$ cat config.mk
export PLATFORM = sky130hd
export DESIGN_NAME = pmst_ram
export DESIGN_NICKNAME = d
export VERILOG_FILES = /design/src/design/pmst_ram.sv
export SDC_FILE = /design/constraint.sdc
export NUM_CORES = 1
export LEC_CHECK = 0
export BUFFER_PORTS_ARGS = -buffer_cell sky130_fd_sc_hd__buf_4
export CORE_AREA = 2 2 263 265
export CTS_CLUSTER_SIZE = 10
export DETAILED_ROUTE_END_ITERATION = 6
export DIE_AREA = 0 0 265 267
export GPL_TIMING_DRIVEN = 0
export PLACE_DENSITY_LB_ADDON = 0.3
export SLEW_MARGIN = 25
export SYNTH_ARGS = -nofsm -noshare
export SYNTH_HDL_FRONTEND = slang
export SYNTH_SLANG_ARGS = --single-unit
$ cat constraint.sdc
create_clock -name clk -period 2.65 [get_ports clk]
set_input_delay 0.3975 -clock clk [delete_from_list [all_inputs] [get_ports clk]]
set_output_delay 0.3975 -clock clk [all_outputs]
set_load 0.05 [all_outputs]
$ cat src/design/pmst_ram.sv
// Generic single-write, single-read RAM with a registered read port.
module pmst_ram #(
	parameter int WIDTH = 8,
	parameter int DEPTH = 64
) (
	input  logic                     clk,
	input  logic                     we,
	input  logic [$clog2(DEPTH)-1:0] waddr,
	input  logic [WIDTH-1:0]         wdata,
	input  logic                     re,
	input  logic [$clog2(DEPTH)-1:0] raddr,
	output logic [WIDTH-1:0]         rdata
);

	logic [WIDTH-1:0] mem [DEPTH];

	// Write port
	always_ff @(posedge clk) begin
		if (we) begin
			mem[waddr] <= wdata;
		end
	end

	// Registered read; hold data when not reading
	always_ff @(posedge clk) begin
		if (re) begin
			rdata <= mem[raddr];
		end
	end

endmodule

== Word-level counts from Yosys, hierarchy flattened ==
Memories as Yosys holds them, arrays and structs flattened. A register that Yosys moved wholly into a read port is not among the register bits.
Cells that the tools add are included.
Storage, ports and cells
  bits in registers: 0
  bits in writable memories: 512
  output and inout port bits: 8
  logic and storage cells: 3
  memories kept: 1
Operators by class
  multiplexer cells: 2
Memory list
  mem: words 64, bits a word 8, rd ports 1, clocked after memory_dff 1, wr ports 1, line 15  | logic [WIDTH-1:0] mem [DEPTH];
Operators by type and width (count)
  $mux 1: 2

== Depth between registers and ports, before layout ==
Gate-level depths: netlist (run 1).
  depth in word-level cells: 2
  gate-level depth with buffers: 9
  depth with buffers taken out: 5

== Worst setup path before layout (run 1) ==
No wires, ideal clock.
  path kind: input-to-reg
  start: in raddr[1]
  end: reg rdata[3] (read register of mem) (data pin)
  data arrival time: 1937 ps
  setup slack: 446 ps
  stages: 7
  path buffers: 3
  cells stage by stage: buf_4 > buf_2 > buf_2 > mux4_2 > mux4_2 > o21ai_1 > o41ai_1
RTL lines
  from (decl): line 11  | input logic [$clog2(DEPTH)-1:0] raddr,
  to (decl): line 12  | output logic [WIDTH-1:0] rdata

==> results of run 1 <==
==> worst min path at each step <==
stage                           end
after floorplan           mem[0][0]
after global placement     rdata[6]
after detailed placement   rdata[6]
after CTS                  rdata[7]
after global routing       rdata[5]
final                      rdata[7]
==> kinds of logic after synthesis <==
kind of cell | count (synthesis) | share of synthesized area, %
DFF | 520 | 77.1
muxes | 162 | 15.9
and+or+nand+nor | 153 | 3.37
AOI/OAI and AO/OA | 54 | 2.06
buffers and inverters | 51 | 1.56
==> where the power goes <==
group          total (W)  internal, W  switching, W
combinational   0.000978     0.000336      0.000642
sequential       0.00914      0.00913     0.0000139
clock            0.00689      0.00394       0.00295
==> stage by stage <==
stage               setup slack, ns  util (%)  hold slack [ns]  instances  setup TNS (ns)
global route                 0.0161      34.0           0.0535       1910               0
floorplan                     0.446         -            0.496        940               0
global placement             -0.938      31.6            0.675       1844          -10.75
CTS                           0.108      34.0           0.0362       1910               0
detailed placement           -0.954      31.7            0.676       1844          -13.76
finish                       0.0353      34.0           0.0601       1910               0
==> sequential cells by signal (all words and copies together), names as in the netlist <==
| signal | flops |
|---|---|
| mem | 512 |
| rdata | 8 |
==> timing repair <==
| action | 4_1_cts | 5_1_grt |
|---|---|---|
| gates cloned | 0 | 0 |
| endpoints found under the setup margin | 4 | 3 |
| resized for setup | 6 | 3 |
| hold buffers | 0 | 0 |
| setup buffers | 0 | 0 |
==> cells in the final DEF, fill, tap and decap left out, types with 3 or more instances in the layout <==
cell / count
mux4_2: 126
clkbuf_1: 18
nand3_1: 12
edfxtp_1: 520
clkbuf_16: 58
a211oi_1: 4
nand2_1: 19
nor2_2: 5
o2bb2ai_1: 3
mux2_2: 13
o22ai_1: 8
nand3b_1: 3
a221oi_1: 6
nand2b_1: 7
buf_4: 36
o221ai_1: 8
o2111ai_1: 3
nor2_1: 78
mux2i_1: 23
a21oi_1: 3
a22oi_1: 3
nor2b_1: 14
buf_1: 3
buf_2: 10
buf_6: 4
nor3_1: 5
==> final cells by class <==
class | instances | area, sq um | share of cell area [%]
repair buffers | 22 | 165 | 0.715
well taps | 882 | 1100 | 4.77
plain buffers | 51 | 328 | 1.42
multi-input cells | 369 | 4370 | 18.9
clock inverters | 6 | 71.3 | 0.309
flip-flops and latches | 520 | 15600 | 67.6
clock buffers | 60 | 1460 | 6.31
==> per-layer routing <==
| metal | wire length [um] | share of wire, % | vias to the layer above | track usage, % |
|---|---|---|---|---|
| li1 | - | - | 4078 | - |
| met5 | 24 | 0.047 | - | 0 |
| met2 | 24400 | 48 | 362 | 23.7 |
| met3 | 3480 | 6.8 | 91 | 3.34 |
| met1 | 21800 | 42 | 5213 | 19.5 |
| met4 | 1650 | 3.2 | 4 | 5.48 |
==> metrics.csv, run 1 <==
metric,value,unit
Pwr Total,0.0170,W
Critical Path AT,2.93,ns
initial antenna violation count,2,
drt total wl,51400,um
VDD IR max,0.000451,V
WL per Instance,26.9,um
FILL cells,6339,
start point of the critical path,raddr[1],
largest net degree at the start of global routing,65,
TritonCTS clock tree,built,
Finished Cell Area,23100,sq um
worst-margin pin slew,1.01,ns
Final period util,98.7,%
Slew headroom,32.4,%
ant diodes,0,
critical-path cell list,buf_4 -> buf_4 -> buf_4 -> buf_2 -> mux4_2 -> mux2i_1 -> a21oi_1 -> o21ai_1 -> o41ai_2,
Worst R2R End,rdata[4],
post-synth cell types,39,
Max-cap violations,0,
PwrDens,736,nW/um^2
P&R area growth vs syn,14.2,%
TritonCTS Buffers,58,
Hold Path Stages,1,
Layout Nets,1045,
final hold vios,0,
global-route wire length before repair,73300,um
Async SR Flop Fraction,0,%
R2R setup slack,0.39,ns
Initial Util,29.8,%
clock transition at the registers of the reported paths,0.05,ns
Critical Path Fanout Max,10,
Leakage,7.02,nW
layout cells sized above 1,26.2,%
Placeable Area,68000,sq um
Post-synth top flop,edfxtp_1,
Final Max Tran Viols,0,
row count,96,
Worst R2R Path Depth,5,
family with the most delay on the worst path,buffers and inverters,
Syn Area/Cell,21.5,sq um
Starting DRT DRC Count,1026,
post-layout min period,2.61,ns
maximum buffer depth of the clock tree,3,
DR pass1 iterations,5,
CP peak stage delay,0.45,ns
top-count cell post-synth,edfxtp_1,
reg2reg start,mem[21][4],
"area leader, netlist",edfxtp_1,
Worst Path Required,2.97,ns
CP Capture Type,register,
commonest cells in the netlist,"520 x edfxtp_1, 126 x mux4_2, 83 x nor2_1, 23 x mux2i_1, 19 x nand2_1",
mapped cell area,20200,sq um
WS Path Type,input port to register,
Clock Skew,0.0191,ns
Synth top area share,77.1,%
die width,265,um
Placement Cell Area,21500,sq um
"Clk Latency, worst-skew pair",0.61,ns
Post-synth EDFFs,520,
CTS sink count,520,
Seq cells post-synth,520,
Antenna Violating Nets Remaining,0,
final count of negative-setup-slack endpoints,0,
Post-Syn Instances,940,
detailed-route via count,9748,
DP HPWL,32800,um
die height,267,um
min-delay worst type,input port to register,
DRC errors left,0,
outcome,completed,
Slowest cell on crit path,buf_2,
Overflow after GRT,0,
crit path launch type,input port,
post-synthesis sequential area ratio,77.1,%
# IOs,31,
Vias/cell,5.10,
Worst path depth,9,
"most used cell, CP",buf_4,
fmax,382,MHz
gpl congestion,0.844,
HP Start,re,
# port buffers,22,
largest cells by area after synthesis,"edfxtp_1 77%, mux4_2 14%, nor2_1 1.5%",
RSZ-0062 raised after global routing,false,
die outline area,70800,sq um
number of global-route vias before repair,10100,
Worst setup endpoint,rdata[5],
Crit path buffers/inverters,4,
syn_nets,963,
H-tree levels,2,
Ys Warns,0,
CTS root buf,clkbuf_16,
GRT Util Overall,14.7,%
No activity file was read; power rests on OpenSTA's default activity.
==> run 2: changes to the inputs <==
TNS_END_PERCENT = 50   (was not set)
clock period = 3.2 ns   (was 2.65 ns; I/O delays follow)
==> run 2 against run 1 <==
- clock skew is 0.0022 ns higher
- largest cell class unchanged
- register-to-register slack better by 0.52 ns
- highest routed layer unchanged
- via count is 0.12% higher
==> metrics.csv, run 2 (synthesis results as in run 1) <==
metric,value,unit,change
Worst R2R End,rdata[4],,
Worst setup endpoint,rdata[5],,
reg2reg start,mem[21][4],,
Largest regs,"mem: 512 flops, rdata: 8 flops",,
PwrDens,610,nW/um^2,-17%
R2R setup slack,0.91,ns,+0.52 ns
gpl congestion,0.844,,unchanged
VDD IR max,0.000374,V,-17%
H-tree levels,2,,unchanged
WS Path Type,input port to register,,
worst-margin pin slew,1.04,ns,+0.0277 ns
"Clk Latency, worst-skew pair",0.61,ns,about the same
# port buffers,22,,unchanged
Vias/cell,5.11,,+0.12%
family with the most delay on the worst path,buffers and inverters,,
DR pass1 iterations,5,,unchanged
min-delay worst type,input port to register,,
pre-CTS WS,-0.486,ns,+0.467 ns
Worst R2R Path Depth,5,,unchanged
Layout Nets,1045,,unchanged
final worst slack,0.264,ns,+0.229 ns
Leakage,7.00,nW,-0.19%
Crit path buffers/inverters,4,,unchanged
Critical Path Fanout Max,10,,unchanged
Pwr Total,0.0141,W,-17%
Final Max Tran Viols,0,,unchanged
CTS root buf,clkbuf_16,,
Worst path depth,9,,unchanged
die width,265,um,unchanged
FILL cells,6347,,+0.13%
Overflow after GRT,0,,unchanged
"most common cell after layout, fill and taps aside",edfxtp_1,,
CP peak stage delay,0.53,ns,+0.08 ns
global-route wire length before repair,73300,um,about the same
clock transition at the registers of the reported paths,0.05,ns,about the same
Initial Util,29.8,%,unchanged
largest net degree at the start of global routing,65,,unchanged
hold buffers post-CTS,0,,unchanged
Max-cap violations,0,,unchanged
TritonCTS clock tree,built,,
CP Capture Type,register,,
max reg flops,512,,unchanged
row count,96,,unchanged
die outline area,70800,sq um,unchanged
number of global-route vias before repair,10000,,-0.38%
final count of negative-setup-slack endpoints,0,,unchanged
DRC errors left,0,,unchanged
Starting DRT DRC Count,1229,,+20%
Worst Path Required,3.51,ns,+0.54 ns
placed cells,1844,,unchanged
Antenna Violating Nets Remaining,0,,unchanged
ant diodes,0,,unchanged
area of the multi-input gates,4350,sq um,-0.46%
Critical Path AT,3.25,ns,+0.32 ns
Placeable Area,68000,sq um,unchanged
die height,267,um,unchanged
Slowest cell on crit path,buf_2,,
layout cells sized above 1,25.7,%,-0.49 points
DP HPWL,32800,um,unchanged
final hold vios,0,,unchanged
register area,15600,sq um,unchanged
fin cells,1910,,unchanged
outcome,completed,,
# IOs,31,,unchanged
GRT Util Overall,14.7,%,about the same
Clock Skew,0.0213,ns,+0.00220 ns
maximum buffer depth of the clock tree,3,,unchanged
Final period util,91.8,%,
critical-path cell list,buf_4 -> buf_2 -> buf_4 -> buf_2 -> mux4_2 -> mux2i_1 -> a21oi_1 -> o21ai_1 -> o41ai_2,,
CTS sink count,520,,unchanged
fmax,341,MHz,
Biggest register,mem,,
most frequent cells in the layout,"520 x edfxtp_1, 126 x mux4_2, 78 x nor2_1",,
WL per Instance,27.0,um,+0.19%
initial antenna violation count,2,,unchanged
post-layout min period,2.94,ns,
P&R area growth vs syn,14.0,%,
crit path launch type,input port,,
start point of the critical path,raddr[1],,
detailed-route via count,9760,,+0.12%
drt total wl,51500,um,+0.19%
RSZ-0062 raised after global routing,false,,
TritonCTS Buffers,58,,unchanged
Slew headroom,30.6,%,-1.9 points
run 2: changes by cell type in the layout (fill, tap and decap cells not counted):
| cell | before | now |
|---|---|---|
| nand3_2 | 1 | 0 |
| buf_2 | 10 | 11 |
| buf_4 | 36 | 35 |
| clkdlybuf4s15_2 | 1 | 0 |
| nand3_1 | 12 | 13 |
| o32ai_2 | 2 | 0 |
| buf_1 | 3 | 4 |
| clkbuf_2 | 1 | 0 |
| o32ai_1 | 0 | 2 |
| clkbuf_1 | 18 | 19 |
run 2: worst min path at each step:
| stage | slack, ns | end | start | cells after the start |
|---|---|---|---|---|
| finish | 0.14 | rdata[7] | re | 1 |
| global route | 0.14 | rdata[5] | re | 1 |
| CTS | 0.12 | rdata[7] | re | 1 |
| detailed placement | 0.76 | rdata[6] | re | 1 |
| global placement | 0.76 | rdata[6] | re | 1 |
| floorplan | 0.58 | mem[0][0] | wdata[0] | 0 |
run 2: what timing repair did:
action | in CTS | in global routing
gates resized for setup | 0 | 2
buffers inserted | 0 | 0
setup endpoints to repair | 0 | 2
run 2: stage by stage:
stage / util, % / instance area (sq um) / hold WS [ns] / setup TNS [ns]
after detailed placement: 31.7 / 21500 / 0.759 / -1.64
final: 34.0 / 23100 / 0.144 / 0
after global routing: 34.0 / 23100 / 0.136 / 0
after floorplan: - / 20200 / 0.579 / 0
after CTS: 33.9 / 23100 / 0.119 / 0
after global placement: 31.6 / 21500 / 0.758 / -1.53
run 2: cell type report:
cell class | count | area share, %
Sequential cell | 520 | 67.6
Multi-Input combinational cell | 369 | 18.9
Clock buffer | 60 | 6.32
Tap cell | 882 | 4.78
Buffer | 51 | 1.37
Timing Repair Buffer | 22 | 0.715
Clock inverter | 6 | 0.309
run 2: per-layer routing:
layer | share of wire (%) | track usage (%) | vias to the layer above
li1 | - | - | 4068
met3 | 7.0 | 3.14 | 84
met5 | 0.054 | 0 | -
met4 | 2.7 | 5.01 | 4
met1 | 43 | 19.8 | 5236
met2 | 48 | 23.7 | 368
run 2: power by group:
group	total, W	leakage [nW]	internal, W	switching [W]
clock	0.00571	0.750	0.00327	0.00244
sequential	0.00757	4.69	0.00756	0.0000116
combinational	0.000807	1.57	0.000275	0.000532
total	0.0141	7.00	0.0111	0.00299
